`src/rtl/tbdsdp_pkg.sv`:
```
`default_nettype none

package tbdsdp_pkg;

  localparam int CODES      = 4;
  localparam int CODE_W     = 2;
  localparam int BYTE_W     = CODES * CODE_W;
  localparam int SCALE_W    = 16;
  localparam int WEIGHT_W   = SCALE_W + 1;
  localparam int ROW_W      = 16;
  localparam int GLEN_W     = 13;
  localparam int ROWS_W     = 17;
  localparam int POS_W      = 12;
  localparam int CFG_IDX_W  = 1;
  localparam int CFG_DATA_W = 17;

  localparam logic [GLEN_W-1:0] GLEN_RESET = 13'd128;
  localparam logic [GLEN_W-1:0] GLEN_MIN   = 13'd4;
  localparam logic [GLEN_W-1:0] GLEN_MAX   = 13'd4096;
  localparam logic [ROWS_W-1:0] ROWS_RESET = 17'd4096;
  localparam logic [ROWS_W-1:0] ROWS_MAX   = 17'd65536;

  typedef enum logic [CFG_IDX_W-1:0] {
    REG_GROUP_LENGTH = 1'b0,
    REG_ROWS_IN_USE  = 1'b1
  } reg_e;

  typedef enum logic [CODE_W-1:0] {
    CODE_NEG_OUTER = 2'd0,
    CODE_NEG_INNER = 2'd1,
    CODE_POS_INNER = 2'd2,
    CODE_POS_OUTER = 2'd3
  } code_e;

  typedef struct packed {
    logic             row_end;
    logic [ROW_W-1:0] row_number;
  } tag_t;

endpackage

`default_nettype wire

```
`src/rtl/tbdsdp_if.sv`:
```
`default_nettype none

interface tbdsdp_item_if #(parameter int ACT_BITS = 16);
  import tbdsdp_pkg::*;
  logic                       valid;
  logic                       ready;
  logic [BYTE_W-1:0]          weight_codes;
  logic signed [ACT_BITS-1:0] act_zero;
  logic signed [ACT_BITS-1:0] act_one;
  logic signed [ACT_BITS-1:0] act_two;
  logic signed [ACT_BITS-1:0] act_three;
  logic signed [SCALE_W-1:0]  inner_scale;
  logic signed [SCALE_W-1:0]  outer_scale;
  logic                       row_end;

  modport source (output valid, weight_codes, act_zero, act_one, act_two, act_three,
                  inner_scale, outer_scale, row_end, input ready);
  modport sink (input valid, weight_codes, act_zero, act_one, act_two, act_three,
                inner_scale, outer_scale, row_end, output ready);
endinterface

interface tbdsdp_result_if #(parameter int SUM_BITS = 48);
  import tbdsdp_pkg::*;
  logic                       valid;
  logic                       ready;
  logic signed [SUM_BITS-1:0] row_sum;
  logic [ROW_W-1:0]           row_number;
  logic                       overflowed;

  modport source (output valid, row_sum, row_number, overflowed, input ready);
  modport sink (input valid, row_sum, row_number, overflowed, output ready);
endinterface

interface tbdsdp_cfg_if;
  import tbdsdp_pkg::*;
  logic                  valid;
  logic                  ready;
  logic [CFG_IDX_W-1:0]  index;
  logic [CFG_DATA_W-1:0] data;

  modport source (output valid, index, data, input ready);
  modport sink (input valid, index, data, output ready);
endinterface

`default_nettype wire

```
`src/rtl/tbdsdp_front.sv`:
```
`default_nettype none

module tbdsdp_front #(
  parameter int ACT_BITS = 16
) (
  input  logic                                clk_i,
  input  logic                                rst_ni,
  tbdsdp_item_if.sink                         item_i,
  tbdsdp_cfg_if.sink                          cfg_i,
  output logic                                valid_o,
  input  logic                                ready_i,
  output logic [tbdsdp_pkg::BYTE_W-1:0]       codes_o,
  output logic signed [ACT_BITS-1:0]          act_o [tbdsdp_pkg::CODES],
  output logic signed [tbdsdp_pkg::SCALE_W-1:0] inner_o,
  output logic signed [tbdsdp_pkg::SCALE_W-1:0] outer_o,
  output tbdsdp_pkg::tag_t                    tag_o
);
  import tbdsdp_pkg::*;

  logic [GLEN_W-1:0] glen_q;
  logic [ROWS_W-1:0] rows_q;
  logic [POS_W-1:0]  pos_q, pos_d;
  logic [ROW_W-1:0]  row_q, row_d;
  logic signed [SCALE_W-1:0] held_inner_q, held_outer_q;
  logic signed [SCALE_W-1:0] inner_sel, outer_sel;
  logic              valid_q;

  logic [GLEN_W-1:0] glen_rnd, glen_eff;
  logic [GLEN_W-1:0] pos_next;
  logic [ROWS_W-1:0] rows_eff, row_next;
  logic              first, accept;

  assign cfg_i.ready  = 1'b1;
  assign item_i.ready = !valid_q || ready_i;
  assign accept       = item_i.valid && item_i.ready;

  assign glen_rnd = {glen_q[GLEN_W-1:2], 2'b00};
  assign glen_eff = (glen_rnd < GLEN_MIN) ? GLEN_MIN :
                    (glen_rnd > GLEN_MAX) ? GLEN_MAX : glen_rnd;
  assign pos_next = {1'b0, pos_q} + GLEN_W'(CODES);

  assign rows_eff = (rows_q == '0 || rows_q > ROWS_MAX) ? ROWS_MAX : rows_q;
  assign row_next = {1'b0, row_q} + ROWS_W'(1);

  assign first     = (pos_q == '0);
  assign inner_sel = first ? item_i.inner_scale : held_inner_q;
  assign outer_sel = first ? item_i.outer_scale : held_outer_q;

  always_comb begin
    pos_d = pos_next[POS_W-1:0];
    row_d = row_q;
    if (item_i.row_end || pos_next >= glen_eff) begin
      pos_d = '0;
    end
    if (item_i.row_end) begin
      row_d = (row_next >= rows_eff) ? '0 : row_next[ROW_W-1:0];
    end
  end

  always_ff @(posedge clk_i or negedge rst_ni) begin
    if (!rst_ni) begin
      glen_q <= GLEN_RESET;
      rows_q <= ROWS_RESET;
    end else if (cfg_i.valid) begin
      unique case (reg_e'(cfg_i.index))
        REG_GROUP_LENGTH: glen_q <= cfg_i.data[GLEN_W-1:0];
        REG_ROWS_IN_USE:  rows_q <= cfg_i.data[ROWS_W-1:0];
        default:          ;
      endcase
    end
  end

  always_ff @(posedge clk_i or negedge rst_ni) begin
    if (!rst_ni) begin
      pos_q        <= '0;
      row_q        <= '0;
      held_inner_q <= '0;
      held_outer_q <= '0;
      valid_q      <= 1'b0;
    end else begin
      if (item_i.ready) begin
        valid_q <= item_i.valid;
      end
      if (accept) begin
        pos_q        <= pos_d;
        row_q        <= row_d;
        held_inner_q <= inner_sel;
        held_outer_q <= outer_sel;
      end
    end
  end

  always_ff @(posedge clk_i) begin
    if (accept) begin
      codes_o          <= item_i.weight_codes;
      act_o[0]         <= item_i.act_zero;
      act_o[1]         <= item_i.act_one;
      act_o[2]         <= item_i.act_two;
      act_o[3]         <= item_i.act_three;
      inner_o          <= inner_sel;
      outer_o          <= outer_sel;
      tag_o.row_end    <= item_i.row_end;
      tag_o.row_number <= row_q;
    end
  end

  assign valid_o = valid_q;

endmodule

`default_nettype wire

```
`src/rtl/tbdsdp_mul.sv`:
```
`default_nettype none

module tbdsdp_mul #(
  parameter int ACT_BITS = 16
) (
  input  logic                                  clk_i,
  input  logic                                  rst_ni,
  input  logic                                  valid_i,
  output logic                                  ready_o,
  input  logic [tbdsdp_pkg::BYTE_W-1:0]         codes_i,
  input  logic signed [ACT_BITS-1:0]            act_i [tbdsdp_pkg::CODES],
  input  logic signed [tbdsdp_pkg::SCALE_W-1:0] inner_i,
  input  logic signed [tbdsdp_pkg::SCALE_W-1:0] outer_i,
  input  tbdsdp_pkg::tag_t                      tag_i,
  output logic                                  valid_o,
  input  logic                                  ready_i,
  output logic signed [ACT_BITS+tbdsdp_pkg::WEIGHT_W+1:0] bsum_o,
  output tbdsdp_pkg::tag_t                      tag_o
);
  import tbdsdp_pkg::*;

  localparam int PROD_W = ACT_BITS + WEIGHT_W;
  localparam int BSUM_W = PROD_W + 2;

  logic signed [WEIGHT_W-1:0] weight [CODES];
  logic signed [PROD_W-1:0]   prod_d [CODES];
  logic signed [PROD_W-1:0]   prod_q [CODES];
  logic signed [BSUM_W-1:0]   bsum_d;
  logic                       mul_valid_q, sum_valid_q;
  logic                       mul_ready, sum_ready;
  tag_t                       mul_tag_q;

  assign sum_ready = !sum_valid_q || ready_i;
  assign mul_ready = !mul_valid_q || sum_ready;
  assign ready_o   = mul_ready;

  always_comb begin
    for (int k = 0; k < CODES; k++) begin
      case (code_e'(codes_i[CODE_W*k +: CODE_W]))
        CODE_NEG_OUTER: weight[k] = -WEIGHT_W'(outer_i);
        CODE_NEG_INNER: weight[k] = -WEIGHT_W'(inner_i);
        CODE_POS_INNER: weight[k] = WEIGHT_W'(inner_i);
        default:        weight[k] = WEIGHT_W'(outer_i);
      endcase
      prod_d[k] = PROD_W'(weight[k]) * PROD_W'(act_i[k]);
    end
  end

  always_comb begin
    bsum_d = '0;
    for (int k = 0; k < CODES; k++) begin
      bsum_d = bsum_d + BSUM_W'(prod_q[k]);
    end
  end

  always_ff @(posedge clk_i or negedge rst_ni) begin
    if (!rst_ni) begin
      mul_valid_q <= 1'b0;
      sum_valid_q <= 1'b0;
    end else begin
      if (mul_ready) begin
        mul_valid_q <= valid_i;
      end
      if (sum_ready) begin
        sum_valid_q <= mul_valid_q;
      end
    end
  end

  always_ff @(posedge clk_i) begin
    if (valid_i && mul_ready) begin
      prod_q    <= prod_d;
      mul_tag_q <= tag_i;
    end
    if (mul_valid_q && sum_ready) begin
      bsum_o <= bsum_d;
      tag_o  <= mul_tag_q;
    end
  end

  assign valid_o = sum_valid_q;

endmodule

`default_nettype wire

```
`src/rtl/tbdsdp_acc.sv`:
```
`default_nettype none

module tbdsdp_acc #(
  parameter int ACT_BITS = 16,
  parameter int SUM_BITS = 48
) (
  input  logic                                          clk_i,
  input  logic                                          rst_ni,
  input  logic                                          valid_i,
  output logic                                          ready_o,
  input  logic signed [ACT_BITS+tbdsdp_pkg::WEIGHT_W+1:0] bsum_i,
  input  tbdsdp_pkg::tag_t                              tag_i,
  tbdsdp_result_if.source                               result_o
);
  import tbdsdp_pkg::*;

  localparam int BSUM_W = ACT_BITS + WEIGHT_W + 2;
  localparam int EXT_W  = ((SUM_BITS > BSUM_W) ? SUM_BITS : BSUM_W) + 1;

  logic signed [SUM_BITS-1:0] sum_q, sum_new;
  logic signed [EXT_W-1:0]    sum_ext;
  logic [EXT_W-SUM_BITS:0]    upper;
  logic                       fits, seen_q, out_valid_q, out_free, go;

  assign out_free = !out_valid_q || result_o.ready;
  assign ready_o  = !tag_i.row_end || out_free;
  assign go       = valid_i && ready_o;

  assign sum_ext = EXT_W'(sum_q) + EXT_W'(bsum_i);
  assign upper   = sum_ext[EXT_W-1:SUM_BITS-1];
  assign fits    = (&upper) || !(|upper);
  assign sum_new = fits ? sum_ext[SUM_BITS-1:0] :
                   sum_ext[EXT_W-1] ? {1'b1, {(SUM_BITS-1){1'b0}}} :
                                      {1'b0, {(SUM_BITS-1){1'b1}}};

  always_ff @(posedge clk_i or negedge rst_ni) begin
    if (!rst_ni) begin
      sum_q       <= '0;
      seen_q      <= 1'b0;
      out_valid_q <= 1'b0;
    end else begin
      if (go && tag_i.row_end) begin
        sum_q       <= '0;
        seen_q      <= 1'b0;
        out_valid_q <= 1'b1;
      end else begin
        if (go) begin
          sum_q  <= sum_new;
          seen_q <= seen_q || !fits;
        end
        if (result_o.ready) begin
          out_valid_q <= 1'b0;
        end
      end
    end
  end

  always_ff @(posedge clk_i) begin
    if (go && tag_i.row_end) begin
      result_o.row_sum    <= sum_new;
      result_o.row_number <= tag_i.row_number;
      result_o.overflowed <= seen_q || !fits;
    end
  end

  assign result_o.valid = out_valid_q;

endmodule

`default_nettype wire

```
`src/rtl/two_bit_dual_scale_dot_product.sv`:
```
// Row dot product of 2-bit dual-scale weights against Q8.8 activations.
// One weight byte (four codes and four activations) is taken per cycle while
// the input side is not stalled, with no gaps between rows or groups. A row's
// Q28.20 sum appears on the result channel after its last byte passes the input
// register, four 17x16 multipliers, a four-way adder, then the saturating
// accumulator with the result register. The only loop is the single wide
// saturating add of the running sum, so sustained rate is one byte per clock
// while not stalled; the input side stalls only when a finished row sum is
// still waiting at the output and the stages behind it are full.
`default_nettype none

module two_bit_dual_scale_dot_product #(
  parameter int ACT_BITS = 16,
  parameter int SUM_BITS = 48
) (
  input  logic            clk_i,
  input  logic            rst_ni,
  tbdsdp_item_if.sink     item_i,
  tbdsdp_cfg_if.sink      cfg_i,
  tbdsdp_result_if.source result_o
);
  import tbdsdp_pkg::*;

  logic                       f_valid, f_ready;
  logic [BYTE_W-1:0]          f_codes;
  logic signed [ACT_BITS-1:0] f_act [CODES];
  logic signed [SCALE_W-1:0]  f_inner, f_outer;
  tag_t                       f_tag;

  logic                                  m_valid, m_ready;
  logic signed [ACT_BITS+WEIGHT_W+1:0]   m_bsum;
  tag_t                                  m_tag;

  tbdsdp_front #(.ACT_BITS(ACT_BITS)) u_front (
    .clk_i   (clk_i),
    .rst_ni  (rst_ni),
    .item_i  (item_i),
    .cfg_i   (cfg_i),
    .valid_o (f_valid),
    .ready_i (f_ready),
    .codes_o (f_codes),
    .act_o   (f_act),
    .inner_o (f_inner),
    .outer_o (f_outer),
    .tag_o   (f_tag)
  );

  tbdsdp_mul #(.ACT_BITS(ACT_BITS)) u_mul (
    .clk_i   (clk_i),
    .rst_ni  (rst_ni),
    .valid_i (f_valid),
    .ready_o (f_ready),
    .codes_i (f_codes),
    .act_i   (f_act),
    .inner_i (f_inner),
    .outer_i (f_outer),
    .tag_i   (f_tag),
    .valid_o (m_valid),
    .ready_i (m_ready),
    .bsum_o  (m_bsum),
    .tag_o   (m_tag)
  );

  tbdsdp_acc #(.ACT_BITS(ACT_BITS), .SUM_BITS(SUM_BITS)) u_acc (
    .clk_i    (clk_i),
    .rst_ni   (rst_ni),
    .valid_i  (m_valid),
    .ready_o  (m_ready),
    .bsum_i   (m_bsum),
    .tag_i    (m_tag),
    .result_o (result_o)
  );

endmodule

`default_nettype wire
```
`src/flat_wrapper.sv`:
```
// flat-port wrapper written by rule: the top's interface ports become plain ports
module two_bit_dual_scale_dot_product_flat import tbdsdp_pkg::*;
#(
  parameter int ACT_BITS = 16,
  parameter int SUM_BITS = 48
)
  (clk_i, rst_ni, item_i_valid, item_i_weight_codes, item_i_act_zero, item_i_act_one, item_i_act_two, item_i_act_three, item_i_inner_scale, item_i_outer_scale, item_i_row_end, item_i_ready, cfg_i_valid, cfg_i_index, cfg_i_data, cfg_i_ready, result_o_valid, result_o_row_sum, result_o_row_number, result_o_overflowed, result_o_ready);
  tbdsdp_item_if #(.ACT_BITS(ACT_BITS)) item_i_i ();
  tbdsdp_cfg_if cfg_i_i ();
  tbdsdp_result_if #(.SUM_BITS(SUM_BITS)) result_o_i ();
  input  logic clk_i;
  input  logic rst_ni;
  input wire logic [$bits(item_i_i.valid)-1:0] item_i_valid;
  input wire logic [$bits(item_i_i.weight_codes)-1:0] item_i_weight_codes;
  input wire logic [$bits(item_i_i.act_zero)-1:0] item_i_act_zero;
  input wire logic [$bits(item_i_i.act_one)-1:0] item_i_act_one;
  input wire logic [$bits(item_i_i.act_two)-1:0] item_i_act_two;
  input wire logic [$bits(item_i_i.act_three)-1:0] item_i_act_three;
  input wire logic [$bits(item_i_i.inner_scale)-1:0] item_i_inner_scale;
  input wire logic [$bits(item_i_i.outer_scale)-1:0] item_i_outer_scale;
  input wire logic [$bits(item_i_i.row_end)-1:0] item_i_row_end;
  output wire logic [$bits(item_i_i.ready)-1:0] item_i_ready;
  input wire logic [$bits(cfg_i_i.valid)-1:0] cfg_i_valid;
  input wire logic [$bits(cfg_i_i.index)-1:0] cfg_i_index;
  input wire logic [$bits(cfg_i_i.data)-1:0] cfg_i_data;
  output wire logic [$bits(cfg_i_i.ready)-1:0] cfg_i_ready;
  output wire logic [$bits(result_o_i.valid)-1:0] result_o_valid;
  output wire logic [$bits(result_o_i.row_sum)-1:0] result_o_row_sum;
  output wire logic [$bits(result_o_i.row_number)-1:0] result_o_row_number;
  output wire logic [$bits(result_o_i.overflowed)-1:0] result_o_overflowed;
  input wire logic [$bits(result_o_i.ready)-1:0] result_o_ready;
  assign item_i_i.valid = item_i_valid;
  assign item_i_i.weight_codes = item_i_weight_codes;
  assign item_i_i.act_zero = item_i_act_zero;
  assign item_i_i.act_one = item_i_act_one;
  assign item_i_i.act_two = item_i_act_two;
  assign item_i_i.act_three = item_i_act_three;
  assign item_i_i.inner_scale = item_i_inner_scale;
  assign item_i_i.outer_scale = item_i_outer_scale;
  assign item_i_i.row_end = item_i_row_end;
  assign item_i_ready = item_i_i.ready;
  assign cfg_i_i.valid = cfg_i_valid;
  assign cfg_i_i.index = cfg_i_index;
  assign cfg_i_i.data = cfg_i_data;
  assign cfg_i_ready = cfg_i_i.ready;
  assign result_o_valid = result_o_i.valid;
  assign result_o_row_sum = result_o_i.row_sum;
  assign result_o_row_number = result_o_i.row_number;
  assign result_o_overflowed = result_o_i.overflowed;
  assign result_o_i.ready = result_o_ready;
  two_bit_dual_scale_dot_product #(.ACT_BITS(ACT_BITS), .SUM_BITS(SUM_BITS)) u_core (.clk_i(clk_i), .rst_ni(rst_ni), .item_i(item_i_i), .cfg_i(cfg_i_i), .result_o(result_o_i));
endmodule
```
`config.mk`:
```
export PLATFORM = sky130hd
export DESIGN_NAME = two_bit_dual_scale_dot_product_flat
export DESIGN_NICKNAME = d
export VERILOG_FILES = /design/src/rtl/tbdsdp_pkg.sv /design/src/rtl/tbdsdp_if.sv /design/src/rtl/tbdsdp_front.sv /design/src/rtl/tbdsdp_mul.sv /design/src/rtl/tbdsdp_acc.sv /design/src/rtl/two_bit_dual_scale_dot_product.sv /design/src/flat_wrapper.sv
export SDC_FILE = /design/constraint.sdc
export NUM_CORES = 2
export LEC_CHECK = 0
export ABC_AREA = 1
export BUFFER_PORTS_ARGS = -buffer_cell sky130_fd_sc_hd__clkbuf_2
export CAP_MARGIN = 20
export CORE_MARGIN = 5
export CORE_UTILIZATION = 25
export CTS_BUF_LIST = sky130_fd_sc_hd__clkbuf_4
export DETAILED_ROUTE_END_ITERATION = 8
export GPL_TIMING_DRIVEN = 0
export PLACE_DENSITY = 0.38
export REMOVE_ABC_BUFFERS = 1
export SLEW_MARGIN = 20
export SYNTH_ARGS = -nofsm -noshare
export SYNTH_HDL_FRONTEND = slang
export SYNTH_SLANG_ARGS = --single-unit
```
`constraint.sdc`:
```
create_clock -name clk_i -period 9.09 [get_ports clk_i]
set_input_delay 1.3635 -clock clk_i [delete_from_list [all_inputs] [get_ports clk_i]]
set_output_delay 1.3635 -clock clk_i [all_outputs]
set_load 0.02 [all_outputs]
```
Word-level counts from Yosys, hierarchy flattened
Cells that the tools add are included.
{ "word_totals": {"reg_bits": 530, "wordCells": 112} }
{ "op_classes": {"n_bitwise": 1, "n_eq_ne": 8, "multipliers": 4, "muxes": 19, "n_reduce_logical": 34, "addsub": 8, "magnitude_cmp": 5} }
{ "ops": {"columns": ["cell", "count"], "rows": [
  ["17-bit one-hot mux with 3 select lines", 4],
  ["48-bit two-way mux", 4],
  ["17-bit by 16-bit multiplier with 33-bit output", 4],
  ["48-bit by 35-bit adder with 49-bit output", 1],
  ["16-bit two-way mux", 3],
  ["34-bit by 33-bit adder with 35-bit output", 1],
  ["35-bit by 33-bit adder with 35-bit output", 1],
  ["33-bit by 33-bit adder with 34-bit output", 1],
  ["16-bit negation with 17-bit output", 2],
  ["13-bit two-way mux", 2],
  ["16-bit by 1-bit adder with 17-bit output (second input constant)", 1],
  ["17-bit greater-or-equal comparator", 1],
  ["17-bit > comparator (second input constant)", 1],
  ["17-bit logical NOT", 1],
  ["17-bit two-way mux", 1],
  ["12-bit by 3-bit adder with 13-bit output (second input constant)", 1],
  ["13-bit greater-or-equal comparator", 1],
  ["13-bit > comparator (second input constant)", 1],
  ["13-bit by 3-bit less-than comparator with 1-bit output (second input constant)", 1],
  ["12-bit logical NOT", 1],
  ["12-bit two-way mux", 1],
  ["1-bit logical OR", 9],
  ["2-bit by 1-bit equality test with 1-bit output (second input constant)", 4],
  ["2-bit equality test (second input constant)", 4],
  ["other kinds (8)", 28]
]} }

Depth between registers and ports, before layout
{ "depth": {"depth_word": 8, "depth_mapped": 38, "mapped_depth_nobuf": 38} }

By module
Synthesis repeated with hierarchy kept, for this count alone.
{ "hier_totals": {"hier_cells": 8990, "hier_area_um2": 73747.0} }
{ "modules_own_cells": {"columns": ["module", "area_each_um2", "cells_each", "instances", "seq_area_each_um2"], "rows": [
  ["tbdsdp_mul", 56501.7, 6970, 1, 6085.8],
  ["tbdsdp_front", 8953.6, 871, 1, 5813.1],
  ["tbdsdp_acc", 8291.7, 1149, 1, 3203.1]
]} }

Least setup slack after synthesis
OpenSTA, ideal clock, no wires.
{ "synth_timing": {"path_type": "input-to-reg", "start": "input port result_o_ready", "end": "register u_core.u_mul.mul_tag_q[0] (netlist bit) (enable)", "setup_time_ns": 0.661, "t_arrival_ns": 7.784, "stages": 4, "required_ns": 8.429, "slack_ns": 0.645, "path_cell_list": "inv_1 nand4_1 nor2_1 nor2_1"} }
{ "synth_via": {"elab_chain_cells": 5} }
{ "synth_rtl": {"columns": ["item", "line", "rtl"], "rows": [
  ["start, declared", "flat_wrapper.sv:31", "input wire logic [$bits(result_o_i.ready)-1:0] result_o_ready;"],
  ["1-bit logical OR", "tbdsdp_acc.sv:25", "assign out_free = !out_valid_q || result_o.ready;"],
  ["1-bit logical OR", "tbdsdp_acc.sv:26", "assign ready_o = !tag_i.row_end || out_free;"],
  ["1-bit logical OR", "tbdsdp_mul.sv:33", "assign sum_ready = !sum_valid_q || ready_i;"],
  ["1-bit logical OR", "tbdsdp_mul.sv:34", "assign mul_ready = !mul_valid_q || sum_ready;"],
  ["1-bit logical AND", "tbdsdp_mul.sv:71", "if (valid_i && mul_ready) begin"],
  ["end signal, assigned", "tbdsdp_mul.sv:73", "mul_tag_q <= tag_i;"],
  ["end, declared", "tbdsdp_mul.sv:31", "tag_t mul_tag_q;"]
]} }
No other way between the ends.
A chain may end at the register's enable or synchronous reset.

==> results_dict.tcl <==
set metrics [dict create \
    cpPeakStageDelay_ns 0.71 \
    port-buffer-count 194 \
    via_per_inst 4.43 \
    r2r_cells 31 \
    areaGrowthSynthToFinish_pct 10.8 \
    detail_route.iter0.violations 3425 \
    finalClockSkew_ns 0.167 \
    drive_gt1_share_pct 8.14 \
    clkTransAtPathRegs_ns 0.06 \
    crit_type "flop to flop" \
    netlist.area_leader.share_pct 32.9 \
    die_x_um 544 \
    drv_cap 0 \
    rrSetupSlack_ns 0.29 \
    synthMuxAreaShare_pct 0.568 \
    finalSetupTns_ns 0 \
    crit_family "adder cells" \
    end_kind "flop" \
    worstSkewPairLatency_ns 1.19 \
    synth_common_cells "inv_1, nand2_1, fa_1" \
    rows 196 \
    finalCriticalPeriod_ns 8.80 \
    dp.final_hpwl_mm 211 \
    drc_errors 0 \
    worst_pin_slew_ns 1.05 \
    fin_crit_sh_pct 96.9 \
    synthSimpleGateAreaFrac_pct 18.7 \
    ys_top_cells_by_area "fa_1, edfxtp_1, inv_1, nand2_1, ha_1" \
    die_area_um2 296000 \
    synthArstFlopShare_pct 26.4 \
    yosysUniqueCellTypes 63 \
    cts_buffer_depth 4 \
    yosys.area.top_type "fa_1" \
    detail_route.first_pass.iterations 6 \
    min_to "u_core.u_front.act_o[17]" \
    max_slew_margin_pct 29.5 \
    cts_inserted_buffers 162 \
    grtUsageTotal_pct 17.1 \
    syn_area_per_cell_um2 8.59 \
    tritoncts "built" \
    ys_ff_latch 526 \
    antenna_left 0 \
    utilization_pct 27.8 \
    grt-ovfl-total 0 \
    clock_sinks 526 \
    netlist_area_um2 71300 \
    max_freq_mhz 114 \
    htree_levels 4 \
    ys_warn_count 0 \
    reg2reg_to "u_core.u_mul.prod_q[62]" \
    synth_top_family_by_area "adder cells" \
    critPathMaxFanout 11 \
    fp.dieH_um 544 \
    hold_viol 0 \
    post_drt_wl_per_cell_um 20.3 \
    antenna_found_initial 10 \
    synth-main-ff-cell "edfxtp_1" \
    status "finished clean" \
    layout.nets 10276 \
    pin_count 196 \
    grt_max_degree 72 \
    worstHoldPathType "primary input to flop" \
    yosysSeqAreaShare_pct 21.2 \
    yosysMostFrequentCell "inv_1" \
    finalWirelength_mm 252 \
    fill_cells 31107 \
    crit_path_frequent_cell "nand2_1" \
    crit_slowest_cell "o21ai_4" \
    cp_num_buf_inv 6 \
    synth_compound_area_share_pct 4.91 \
    synth_edf_count 387 \
    synthCells 8300 \
    synthXorXnorAreaFrac_pct 2.49 \
    grt_pass1_wl_mm 382 \
    coreArea_um2 284000 \
    vias 54982 \
    critPathRequiredTime_ns 9.98 \
    finalSetupViolCount 0 \
    start_kind "flop" \
    whs_path_depth 1 \
    start_util_pct 25.1 \
    slew_viol_final 0 \
    hp-start "item_i_act_two[1]" \
    crit_arrival_ns 9.69 \
    gp_congestion 0.887 \
    r2r_start "u_core.u_front.inner_o[0]" \
    grt_pass1_vias 59016 \
    root_buffer "clkbuf_4" \
    synth_fa_ha_area_share_pct 40.9 \
    rsz0062_at_grt "no" \
]
-- cell usage in the layout, fill, tap and decap left out, types with 137 or more instances in the layout --
cell type / netlist / final
dfrtp_1: 137 / 137
edfxtp_1: 387 / 387
clkbuf_2: 0 / 193
nand3_1: 414 / 412
a21oi_1: 234 / 234
nor2_1: 804 / 796
clkbuf_4: 0 / 232
inv_1: 1890 / 1888
nand2_1: 1705 / 1699
o21ai_0: 216 / 215
ha_1: 455 / 455
fa_1: 1172 / 1172
-- layout make-up --
class / count / area (um2) / area share, %
clock buffer: 232 / 1740 / 2.20
sequential: 526 / 15100 / 19.1
clock inverter: 57 / 338 / 0.427
multi-input combinational: 5669 / 48300 / 61.1
timing repair buffer: 227 / 1570 / 1.98
tap: 3762 / 4710 / 5.96
inverter: 1935 / 7270 / 9.20
antenna: 4 / 10.0 / 0.0127
-- through the flow --
step	setup WS [ns]	area (um2)	std cells	hold slack [ns]
after floorplan	0.349	70600	8130	0.400
after CTS	0.0897	79000	12404	0.116
after detailed placement	-0.214	76900	12114	0.405
final	0.285	79000	12412	0.348
after global routing	0.00217	79000	12410	0.215
after global placement	-6.88	76200	12086	0.403
-- state kept, by name (all words and copies together), names as in the netlist, 8 cells and up --
name / count
u_core.u_mul.bsum_o: 35
u_core.u_front.inner_o: 16
u_core.u_acc.sum_q: 48
u_core.u_front.rows_q: 17
u_core.u_front.tag_o: 17
u_core.u_acc.result_o.row_sum: 48
u_core.u_mul.tag_o: 17
u_core.u_front.row_q: 16
u_core.u_acc.result_o.row_number: 16
u_core.u_mul.mul_tag_q: 17
u_core.u_front.act_o: 64
u_core.u_front.held_inner_q: 16
u_core.u_front.pos_q: 10
u_core.u_front.outer_o: 16
u_core.u_mul.prod_q: 132
u_core.u_front.held_outer_q: 16
u_core.u_front.codes_o: 8
u_core.u_front.glen_q: 11
-- how the worst max path moves through the flow --
| stage | from | to | slack [ns] | cells past startpoint |
|---|---|---|---|---|
| after floorplan | result_o_ready | u_core.u_front.row_q[0] | 0.35 | 11 |
| after CTS | u_core.u_front.inner_o[0] | u_core.u_mul.prod_q[62] | 0.09 | 36 |
| final | u_core.u_front.inner_o[0] | u_core.u_mul.prod_q[62] | 0.29 | 31 |
| after global placement | result_o_ready | u_core.u_front.row_q[0] | -6.88 | 12 |
| after detailed placement | u_core.u_front.inner_o[0] | u_core.u_mul.prod_q[128] | -0.21 | 35 |
| after global routing | u_core.u_front.inner_o[0] | u_core.u_mul.prod_q[62] | 0.002 | 35 |
-- layer usage --
metal	part of all wire (%)	vias to the layer above	track usage, %
li1	-	25809	-
met5	0.016	-	0
met4	2.1	6	3.84
met3	4.4	271	1.86
met2	46	1396	28.0
met1	47	27500	24.2
-- cell families (layout without fill, tap and decap cells) --
kind of cell	after synthesis	after routing
simple gates	3185	3185
xor+xnor	203	203
compound gates	617	617
buf+inv	2105	2451
other cells	1	5
mux	36	36
flops	526	526
fa+ha+maj	1627	1627
-- what timing repair did --
item                       in CTS  in global routing
hold buffers                    1                  0
gates resized for setup         3                  8
setup buffers                   0                  4
hold endpoints to repair       15                  0
setup endpoints to repair       5                 20
Power is left out: the tool's default activity adds up to more than one toggle a clock period on the data nets, which glitch-free logic cannot reach.
